### config.mk
export PLATFORM = sky130hd
export DESIGN_NAME = dlmn_div
export DESIGN_NICKNAME = d
export VERILOG_FILES = /design/src/hdl/dlmn_pkg.sv /design/src/hdl/dlmn_div.sv
export SDC_FILE = /design/constraint.sdc
export NUM_CORES = 1
export LEC_CHECK = 0
export BUFFER_PORTS_ARGS = -buffer_cell sky130_fd_sc_hd__buf_2
export CORE_MARGIN = 3
export CORE_UTILIZATION = 55
export CTS_BUF_LIST = sky130_fd_sc_hd__clkbuf_4 sky130_fd_sc_hd__clkbuf_8
export DETAILED_ROUTE_END_ITERATION = 7
export GPL_ROUTABILITY_DRIVEN = 0
export PLACE_DENSITY_LB_ADDON = 0.05
export SYNTH_ARGS = -nofsm -noshare
export SYNTH_HDL_FRONTEND = slang
export SYNTH_SLANG_ARGS = --single-unit
### constraint.sdc
create_clock -name clk -period 3.6 [get_ports clk]
set_clock_uncertainty 0.15 [all_clocks]
set_input_delay 0.18 -clock clk [delete_from_list [all_inputs] [get_ports clk]]
set_output_delay 0.18 -clock clk [all_outputs]
set_load 0.05 [all_outputs]
### src/hdl/dlmn_pkg.sv
`timescale 1ns / 1ps
// ----------------------------------------------------------------------------
// dlmn_pkg: shared types and constants
// Holds the transaction structs, register indexes and datapath widths of the
// depth linearize and min-normalize unit.
// ----------------------------------------------------------------------------
package dlmn_pkg;

	localparam int DEPTH_W = 24;
	localparam int FRAME_W = 17;
	localparam int INDEX_W = 16;
	localparam int PIX_W   = 8;
	localparam int PROD_W  = 2 * DEPTH_W;
	localparam int DIV_W   = PROD_W + 1;
	localparam int STEP_W  = 5;
	localparam int CFG_W   = 2;

	localparam logic [DEPTH_W-1:0] DEPTH_MAX = {DEPTH_W{1'b1}};
	localparam logic [PIX_W-1:0]   PIX_MAX   = {PIX_W{1'b1}};
	localparam logic [FRAME_W-1:0] FRAME_CAP = {FRAME_W{1'b1}};

	localparam logic [STEP_W-1:0] LIN_STEPS  = STEP_W'(DEPTH_W);
	localparam logic [STEP_W-1:0] NORM_STEPS = STEP_W'(PIX_W);

	localparam logic [CFG_W-1:0] REG_NEAR  = 2'd0;
	localparam logic [CFG_W-1:0] REG_FAR   = 2'd1;
	localparam logic [CFG_W-1:0] REG_SPAN  = 2'd2;
	localparam logic [CFG_W-1:0] REG_FRAME = 2'd3;

	localparam logic [DEPTH_W-1:0] NEAR_RST  = 24'd6554;
	localparam logic [DEPTH_W-1:0] FAR_RST   = 24'd655360;
	localparam logic [DEPTH_W-1:0] SPAN_RST  = 24'd11796;
	localparam logic [FRAME_W-1:0] FRAME_RST = 17'd65536;

	typedef struct packed {
		logic               op;
		logic [DEPTH_W-1:0] depth_code;
		logic [INDEX_W-1:0] pixel_index;
	} cmd_t;

	typedef struct packed {
		logic [PIX_W-1:0]   pixel_value;
		logic [DEPTH_W-1:0] frame_min;
		logic               last_pixel;
	} result_t;

	typedef struct packed {
		logic              start;
		logic [STEP_W-1:0] steps;
	} div_req_t;

endpackage

### src/hdl/dlmn_div.sv
`timescale 1ns / 1ps
// ----------------------------------------------------------------------------
// dlmn_div: shared radix-2 restoring divider
// Develops one quotient bit per cycle for a numerator below the divisor,
// giving floor(num * 2^steps / den).
// ----------------------------------------------------------------------------
module dlmn_div (
	input  logic                             clk,
	input  logic                             arst_n,
	input  dlmn_pkg::div_req_t               req,
	input  logic [dlmn_pkg::DIV_W-1:0]       num,
	input  logic [dlmn_pkg::DIV_W-1:0]       den,
	output logic                             done,
	output logic [dlmn_pkg::DEPTH_W-1:0]     quot
);
	import dlmn_pkg::*;

	logic [DIV_W-1:0]   rem_q;
	logic [DIV_W-1:0]   den_q;
	logic [DEPTH_W-1:0] quot_q;
	logic [STEP_W-1:0]  cnt_q;
	logic               run_q;
	logic               done_q;
	logic [DIV_W:0]     rem_sh;
	logic               fits;
	logic [DIV_W:0]     rem_sub;

	assign rem_sh  = {rem_q, 1'b0};
	assign fits    = rem_sh >= {1'b0, den_q};
	assign rem_sub = rem_sh - {1'b0, den_q};

	always_ff @(posedge clk or negedge arst_n) begin
		if (!arst_n) begin
			run_q  <= 1'b0;
			done_q <= 1'b0;
			cnt_q  <= '0;
		end else begin
			done_q <= 1'b0;
			if (req.start) begin
				run_q <= 1'b1;
				cnt_q <= req.steps;
			end else if (run_q) begin
				cnt_q <= cnt_q - 1'b1;
				if (cnt_q == STEP_W'(1)) begin
					run_q  <= 1'b0;
					done_q <= 1'b1;
				end
			end
		end
	end

	// payload: remainder and quotient shift register
	always_ff @(posedge clk) begin
		if (req.start) begin
			rem_q  <= num;
			den_q  <= den;
			quot_q <= '0;
		end else if (run_q) begin
			rem_q  <= fits ? rem_sub[DIV_W-1:0] : rem_sh[DIV_W-1:0];
			quot_q <= {quot_q[DEPTH_W-2:0], fits};
		end
	end

	assign done = done_q;
	assign quot = quot_q;

endmodule

# Yosys cells after proc, flatten, opt, wreduce, memory -nomap -nowiden
# Index checks and enable logic that the tools add are counted.
dict set report op_classes {
  addsub 2
  mul 0
  div_mod_pow 0
  magnitude_cmp 1
  n_eq_ne 1
  shift 0
  muxes 11
  bitwise 0
  n_reduce_logical 1
}
# operator count
set op_table {}
lappend op_table {{$mux 49} 3}
lappend op_table {{$ge 50x49->1} 1}
lappend op_table {{$sub 49x49->49} 1}
lappend op_table {{$mux 5} 2}
lappend op_table {{$mux 1} 6}
lappend op_table {{$eq 5x1->1 const B} 1}
lappend op_table {{$sub 5x1->5 const B} 1}
lappend op_table {{$reduce_bool 2->1} 1}
dict set report word_totals {
  reg_bits 129
  latchBits 0
  mem_bits_rw 0
  romBits 0
  in_bits 106
  output_inout_bits 25
  memories 0
}

# Depth between registers and ports, before layout
# Gate-level depths: netlist of the first run.
dict set report depth {
  ltp_word 4
  ltp_mapped 15
  mapped_depth_nobuf 13
}

# Worst setup path before layout of the first run
# Ideal clock, no wire load.
dict set report synth_timing {
  path_type {reg2reg}
  start {register rem_q[0]}
  end {register rem_q[48], data pin}
  t_arrival_ns 2.731
  t_required_ns 3.189
  setup_slack_ns 0.458
  path_stages_with_launch 13
  path_buffers 0
  synth_period_minus_slack_ns 3.142
  cell_sequence {edfxtp_1 -> inv_1 -> fa_1 -> nor2b_1 -> o2111ai_1 -> a21boi_1 -> a31o_2 -> a31oi_2 -> o21ai_2 -> a31oi_1 -> o31ai_1 -> xor2_1 -> a221o_1}
}
dict set report synth_between {
  elab_chain_len 4
}
# item line
set synth_rtl {}
lappend synth_rtl {{from (decl)} dlmn_div.sv:18} ;# logic [DIV_W-1:0] rem_q;
lappend synth_rtl {{from (signal assigned)} dlmn_div.sv:55} ;# rem_q <= num;
lappend synth_rtl {{from (signal assigned)} dlmn_div.sv:59} ;# rem_q <= fits ? rem_sub[DIV_W-1:0] : rem_sh[DIV_W-1:0];
lappend synth_rtl {{$sub 49x49->49 or $ge 50x49->1 (tied branches)} {dlmn_div.sv:30, dlmn_div.sv:29}}
lappend synth_rtl {{$mux 49 (*)} dlmn_div.sv:59}
lappend synth_rtl {{$mux 49 (*)} dlmn_div.sv:58} ;# end else if (run_q) begin
lappend synth_rtl {{$mux 49 (*)} dlmn_div.sv:54} ;# if (req.start) begin
# Every way passes the cells marked *; elsewhere a longest branch is shown, timed or not. The select of a mux whose other input is x is not followed.
# A chain may end at the register's enable or synchronous reset.

# Worst setup path after layout of the first run
dict set report layout_timing {
  start {register rem_q[27]}
  end {register rem_q[0], data pin}
}
dict set report layout_between {
  elab_chain_len 4
}
# item line
set layout_rtl {}
lappend layout_rtl {{$ge 50x49->1} dlmn_div.sv:29} ;# assign fits = rem_sh >= {1'b0, den_q};
lappend layout_rtl {{$mux 49} dlmn_div.sv:59}
lappend layout_rtl {{$mux 49} dlmn_div.sv:58}
lappend layout_rtl {{$mux 49} dlmn_div.sv:54}
# No other way between the ends. The select of a mux whose other input is x is not followed.

==> metrics.md, run 1 <==
| Metric | Value |
|---|---|
| Fin. Hold Viols | `0` |
| Slew @ Worst Pin | `~0.8 ns` |
| Initial DRC count | `643` |
| Final ANT Viol Nets | `0` |
| Fmax achieved | `just under 0.3 GHz` |
| Largest net degree at the start of global routing | `approximately 70` |
| Filler cell count in the final layout | `roughly 1100` |
| Vias in the first global route | `7313` |
| Die Ht | `around 130 um` |
| Rows | `44` |
| Cts bufs inserted | `17` |
| CTS tree | `done` |
| CP endpoint | `rem_q[0]` |
| Ports | `131` |
| R2r startpoint | `rem_q[27]` |
| Period utilization | `0.952` |
| Avg Synthesized Cell Area | `between 9 and 10 um2` |
| Pleak | `between 0.004 and 0.005 uW` |
| Worst Path Required | `3.78 ns` |
| Pwr Density | `795 mW/mm2` |
| Routed len/inst | `16.8 um` |
| Crit path depth | `10` |
| FFs w/ async S/R, synth | `0.0543` |
| Crit path buffers/inverters | `2` |
| Dpl hpwl | `14600 um` |
| Root buffer cell | `clkbuf_8` |
| Core Footprint | `0.0146 mm2` |
| Initial antenna violation count | `0` |
| Max VDD drop | `between 0.6 and 0.7 mV` |
| Clock Latency Late Sink | `0.46 ns` |
| Worst R2R Path Depth | `10` |
| ANT cells | `0` |
| Global-route wire length before repair | `between 30000 and 40000 um` |
| FF+latch count, synth | `129` |
| HP Class | `input port to flip-flop` |
| Nets | `1258` |
| Clock transition at the registers of the reported paths | `0.09 ns` |
| Slew headroom | `0.456` |
| Slowest cell on the critical path | `dlygate4sd3_1` |
| Post-layout minimum cycle time | `between 3 and 4 ns` |
| Top_reg_cell synth | `edfxtp_1` |
| Worst-path cell chain | `ha_1 > nand4_1 > or3_1 > nor4_2 > a211oi_1 > a21oi_2 > o22ai_4 > buf_12 > o31ai_1 > dlygate4sd3_1` |
| DRC errors left | `0` |
| Layout cells sized above 1 | `0.208` |
| Total congestion overflow | `0` |
| Final Util | `0.732` |
| Maximum buffer depth of the clock tree | `2` |
| Run status | `complete, no violations` |
| Delay of the slowest critical-path stage | `approximately 0.57 ns` |
| Number of enable flip-flop cells after synthesis | `98` |
| Crit end category | `flip-flop` |
| Final setup violation count | `0` |
| YS warnings | `0` |
| Area grow syn2layout | `29.3%` |
| Port Buffers | `130` |
| CP Max Fanout | `26` |
| Min-delay src | `den[44]` |
| Post-synthesis sequential area ratio | `0.436` |
| Die area | `0.0165 mm2` |
| Min Hold Slack | `0.274 ns` |
| Distinct cells, synth | `63` |
| Max H-tree Level | `4` |
| Final slew viol count | `0` |
| Num Clock Sinks | `129` |
| Worst R2R Setup Slack | `0.17 ns` |
| Synthesized area | `between 0.008 and 0.009 mm2` |
| Post-Place Cells | `1154` |
| Synth Net Count | `1022` |
| Crit-path leading delay family | `simple AND/OR/NAND/NOR gates` |
| Worst path arrival time | `3.60 ns` |
| Non-Filler Instances | `1297` |
| Routed vias | `7349` |
| Drt pass-1 iters | `5` |
| Worst Setup Start Kind | `flip-flop` |
| Max Cap Violations | `0` |
| Critical path type | `flip-flop to flip-flop` |
| RR Endpoint | `rem_q[0]` |
| Starting Density | `0.566` |
| Total track usage | `0.265` |
| Synth Instances | `864` |
| WL final | `~22000 um` |
| Vias per cell | `5.67` |
| Worst Setup SP | `rem_q[27]` |
| Die X | `129 um` |
==> synthesized netlist by cell type (all sizes together) (3+ instances only) <==
cell type  count  share of area
a211o          3         0.0032
a211oi         8         0.0073
a21boi         3         0.0027
a21o          23          0.021
a21oi         66          0.040
a221o          7         0.0085
a31oi         15          0.012
and2           4         0.0030
and3          12         0.0091
buf           19          0.011
clkbuf        24          0.011
dfrtp          7          0.021
dfxtp         24          0.058
edfxtp        98           0.36
ha            51          0.077
inv           68          0.031
mux2          25          0.034
mux2i         24          0.029
nand2         82          0.037
nand2b         7         0.0053
nand3         11         0.0067
nand4          9         0.0068
nor2          65          0.030
nor2b          6         0.0045
nor3          13         0.0079
nor3b          3         0.0027
nor4          10         0.0083
nor4b          3         0.0032
o211ai         5         0.0045
o21a          12          0.011
o21ai         68          0.042
o21bai        13          0.012
o31ai          7         0.0070
or3            3         0.0023
xnor2         24          0.025
xor2          18          0.019
==> routing by layer <==
| layer | share of wire | global-route usage | vias to the layer above |
|---|---|---|---|
| met5 | 0 | 0 | - |
| met4 | 0.020 | 0.0933 | 0 |
| met3 | 0.067 | 0.0602 | 30 |
| met2 | 0.49 | 0.451 | 289 |
| met1 | 0.43 | 0.333 | 3420 |
| li1 | - | - | 3610 |
==> report_power, final <==
group / leakage (uW) / internal [uW] / total [uW] / switching, uW
Combinational: 0.00338 / 2130 / 4950 / 2820
Clock: 0.000203 / 522 / 1240 / 716
Sequential: 0.00128 / 2090 / 2300 / 212
Total: 0.00486 / 4740 / 8490 / 3750
==> timing repair <==
| action | CTS | global route |
|---|---|---|
| hold endpoints to repair | 115 | 0 |
| hold buffers | 107 | 0 |
| endpoints found under the setup margin | 0 | 10 |
| gates resized for setup | 0 | 8 |
| buffers inserted | 0 | 3 |
==> worst min-delay path by stage <==
stage / endpoint / slack (ns) / depth (start not counted)
after global routing: den_q[44] / 0.24 / 2
after detailed placement: cnt_q[2] / -0.13 / 1
after floorplan: cnt_q[0] / -0.27 / 0
after global placement: cnt_q[2] / -0.13 / 1
final: den_q[44] / 0.27 / 2
after CTS: den_q[10] / 0.24 / 2
==> sequential cells by signal (all words and copies together) (netlist names) <==
| name | flops |
|---|---|
| cnt_q | 5 |
| den_q | 49 |
| rem_q | 49 |
| quot | 24 |
| done | 1 |
| run_q | 1 |
==> cell families after synthesis <==
group / Yosys count / share of synthesized area
compound gates: 250 / 0.195
simple gates: 231 / 0.129
flops: 129 / 0.436
buf+inv: 111 / 0.0532
fa+ha+maj: 52 / 0.0797
mux: 49 / 0.0632
xor+xnor: 42 / 0.0445
==> area by class of cell <==
cell class,count,area (um2),area share
sequential,129,3600,0.337
multi-input combinational,624,4260,0.399
clock inverter,15,159,0.0149
tap,184,230,0.0216
inverter,68,255,0.0239
clock buffer,17,234,0.0219
timing repair buffer,260,1940,0.182
==> placed cells by master (no fill, tap or decap), types with 4 or more instances in the layout <==
master	Yosys	final
nor4_1	9	8
a21oi_1	65	65
edfxtp_1	98	98
dlygate4sd3_1	0	107
mux2_2	25	25
nand2b_1	7	7
a211oi_1	8	7
and3_1	12	12
o31ai_1	6	6
inv_6	0	5
nand4_1	9	9
o21bai_1	13	13
o21ai_0	63	63
ha_2	0	4
nand3_1	11	11
and2_1	4	4
nor3_1	13	13
buf_2	12	129
ha_1	51	47
inv_1	68	68
dfrtp_1	7	7
a21o_1	23	23
clkbuf_8	0	17
a31oi_1	14	14
dfxtp_1	24	24
buf_4	0	21
nand2_1	82	82
inv_8	0	4
mux2i_1	24	24
xnor2_1	24	24
xor2_1	18	18
nor2b_1	6	6
o21a_1	12	12
o211ai_1	5	5
o21ai_1	4	4
a221o_1	7	7
nor2_1	65	65
==> stage by stage <==
| step | TNS, ns | setup WS, ns | instance area (um2) | power, uW |
|---|---|---|---|---|
| floorplan | 0 | 0.458 | 8260 | 5800 |
| detailed placement | 0 | 0.213 | 9130 | 6930 |
| CTS | 0 | 0.134 | 10600 | 8290 |
| global route | -0.0280 | -0.0151 | 10700 | 9130 |
| finish | 0 | 0.172 | 10700 | 8490 |
| global placement | 0 | 0.316 | 9130 | 6840 |
Note: power is estimated with default switching activity, not from simulation.
==> run 2: changes to the inputs <==
Settings changed: PLACE_DENSITY_LB_ADDON 0.05 to 0.1.
==> run 2 against run 1 <==
  * Worst setup slack better by 0.049 ns
  * Critical path depth is 2 higher
  * Highest routed layer unchanged
  * Non-clock buffer count is 5 lower
  * Largest cell class unchanged
  * Sequential share of layout area is 0.26 points higher
  * Clock power hardly changed
  * Via count is 0.52% lower
  * Critical endpoint is now rem_q[48]
==> metrics.md, run 2 (synthesized netlist as in run 1, its figures left out) <==
| Metric | Value |
|---|---|
| Run status | `complete, no violations` |
| Max H-tree Level | `4` |
| Worst path arrival time | `between 3 and 4 ns` |
| ANT cells | `0` |
| Maximum buffer depth of the clock tree | `2` |
| Root buffer cell | `clkbuf_8` |
| Initial DRC count | `~580` |
| Crit path depth | `12` |
| Vias per cell | `5.66` |
| Non-Filler Instances | `1292` |
| Total congestion overflow | `0` |
| Slew @ Worst Pin | `0.734 ns` |
| Delay of the slowest critical-path stage | `0.45 ns` |
| Multi-input logic area | `approximately 0.0042 mm2` |
| RSZ-0062 raised after global routing | `false` |
| Initial antenna violation count | `0` |
| Worst R2R Path Depth | `12` |
| Ports | `131` |
| DRC errors left | `0` |
| Period utilization | `0.938` |
| Vias in the first global route | `7353` |
| Most common cell after layout, fill and taps aside | `buf_2` |
| R2r startpoint | `rem_q[0]` |
| Worst Setup SP | `rem_q[0]` |
| Die X | `around 130 um` |
| Worst Setup Start Kind | `flip-flop` |
| Final ANT Viol Nets | `0` |
| Dpl hpwl | `14400 um` |
| Slowest cell on the critical path | `fa_1` |
| Die area | `0.0165 mm2` |
| Global-route wire length before repair | `35100 um` |
| Layout cells sized above 1 | `0.200` |
| Cts bufs inserted | `17` |
| Drt pass-1 iters | `5` |
| Die Ht | `129 um` |
| Fmax achieved | `a little under 0.3 GHz` |
| Post-Place Cells | `roughly 1200` |
| CTS tree | `done` |
| Post-layout minimum cycle time | `3.38 ns` |
| Port Buffers | `130` |
| Worst Path Required | `3.68 ns` |
| Num Clock Sinks | `129` |
| Worst Hold Depth | `3` |
| Final setup violation count | `0` |
| Crit end category | `flip-flop` |
| Area grow syn2layout | `28.3%` |
| Routed len/inst | `roughly 17 um` |
| Post-CTS setup buffer count | `0` |
| Crit-path leading delay family | `compound AO/OA/AOI/OAI gates` |
| Fin. Hold Viols | `0` |
| Total track usage | `0.264` |
| Dpl cell area | `0.00915 mm2` |
| Rows | `44` |
| Min-delay src | `num[43]` |
| CP Max Fanout | `5` |
| Routed vias | `7311` |
| Critical path type | `flip-flop to flip-flop` |
| Slew headroom | `0.511` |
| Largest net degree at the start of global routing | `57` |
| Clock Latency Late Sink | `roughly 0.47 ns` |
| Core Footprint | `approximately 0.015 mm2` |
| Starting Density | `0.566` |
| Max VDD drop | `0.550 mV` |
| HP Class | `input port to flip-flop` |
| Setup_tns | `0 ns` |
| Design area | `0.0106 mm2` |
| Filler cell count in the final layout | `1059` |
| Worst-path cell chain | `inv_1 > fa_1 > nor2b_1 > o2111ai_1 > a21boi_2 > a31o_2 > a31oi_2 > o21ai_2 > a31oi_1 > o31ai_1 > xor2_1 > a221o_1` |
| Max Cap Violations | `0` |
| WL final | `21500 um` |
| Final slew viol count | `0` |
| Worst R2R Setup Slack | `0.22 ns` |
| Pleak | `0.00483 uW` |
| Register area | `about 0.0036 mm2` |
| Pwr Density | `789 mW/mm2` |
| Crit path buffers/inverters | `1` |
| Most frequent cells in the layout | `buf_2, dlygate4sd3_1, edfxtp_1` |
| Clock transition at the registers of the reported paths | `~0.090 ns` |
| Nets | `approximately 1300` |
run 2: cell count changes in the layout (fill, tap and decap cells not counted), sizes merged:
cell and delta:
buf -1, clkbuf -1, clkinv +1, dlygate4sd3 -3, inv -1
run 2: cell type report:
type | instances | area share
clock inverters | 15 | 0.0150
multi-input cells | 624 | 0.400
flip-flops and latches | 129 | 0.340
repair buffers | 255 | 0.178
inverters | 68 | 0.0241
clock buffers | 17 | 0.0221
well taps | 184 | 0.0217
run 2: repair_timing:
item                                    CTS  global route
endpoints found under the hold margin   115             0
endpoints found under the setup margin    0            29
hold buffers                            104             0
resized for setup                         0             3
run 2: layer usage:
| metal | track usage | wire length (um) | share of wire |
|---|---|---|---|
| met5 | 0 | 0 | 0 |
| met4 | 0.0859 | 397 | 0.018 |
| met3 | 0.0527 | 1150 | 0.054 |
| met2 | 0.443 | 10500 | 0.49 |
| met1 | 0.344 | 9470 | 0.44 |
run 2: worst paths after layout:
| kind | end |
|---|---|
| worst max register to register | rem_q[48] |
| min in group asynchronous | cnt_q[0] |
| max in group asynchronous | cnt_q[3] |
| worst min register to register | quot[23] |
| worst min-delay path | rem_q[43] |
| worst max-delay path | rem_q[48] |
run 2: power by group:
group          internal [uW]  switching (uW)
Combinational           2050            2770
Sequential              2090             203
Clock                    522             723
run 2: metrics by stage:
step	utilization	total power, uW	hold slack [ns]	setup slack, ns
floorplan	-	5800	-0.266	0.458
global placement	0.627	6860	-0.128	0.182
detailed placement	0.627	6900	-0.129	0.188
CTS	0.725	8270	0.0102	0.166
global route	0.726	8990	0.0331	0.0142
finish	0.726	8360	0.0276	0.222
run 2: worst min-delay path, cell delays in order:
cell and delay [ns]:
buf_2 0.10, o21ai_1 0.14, a211oi_1 0.06
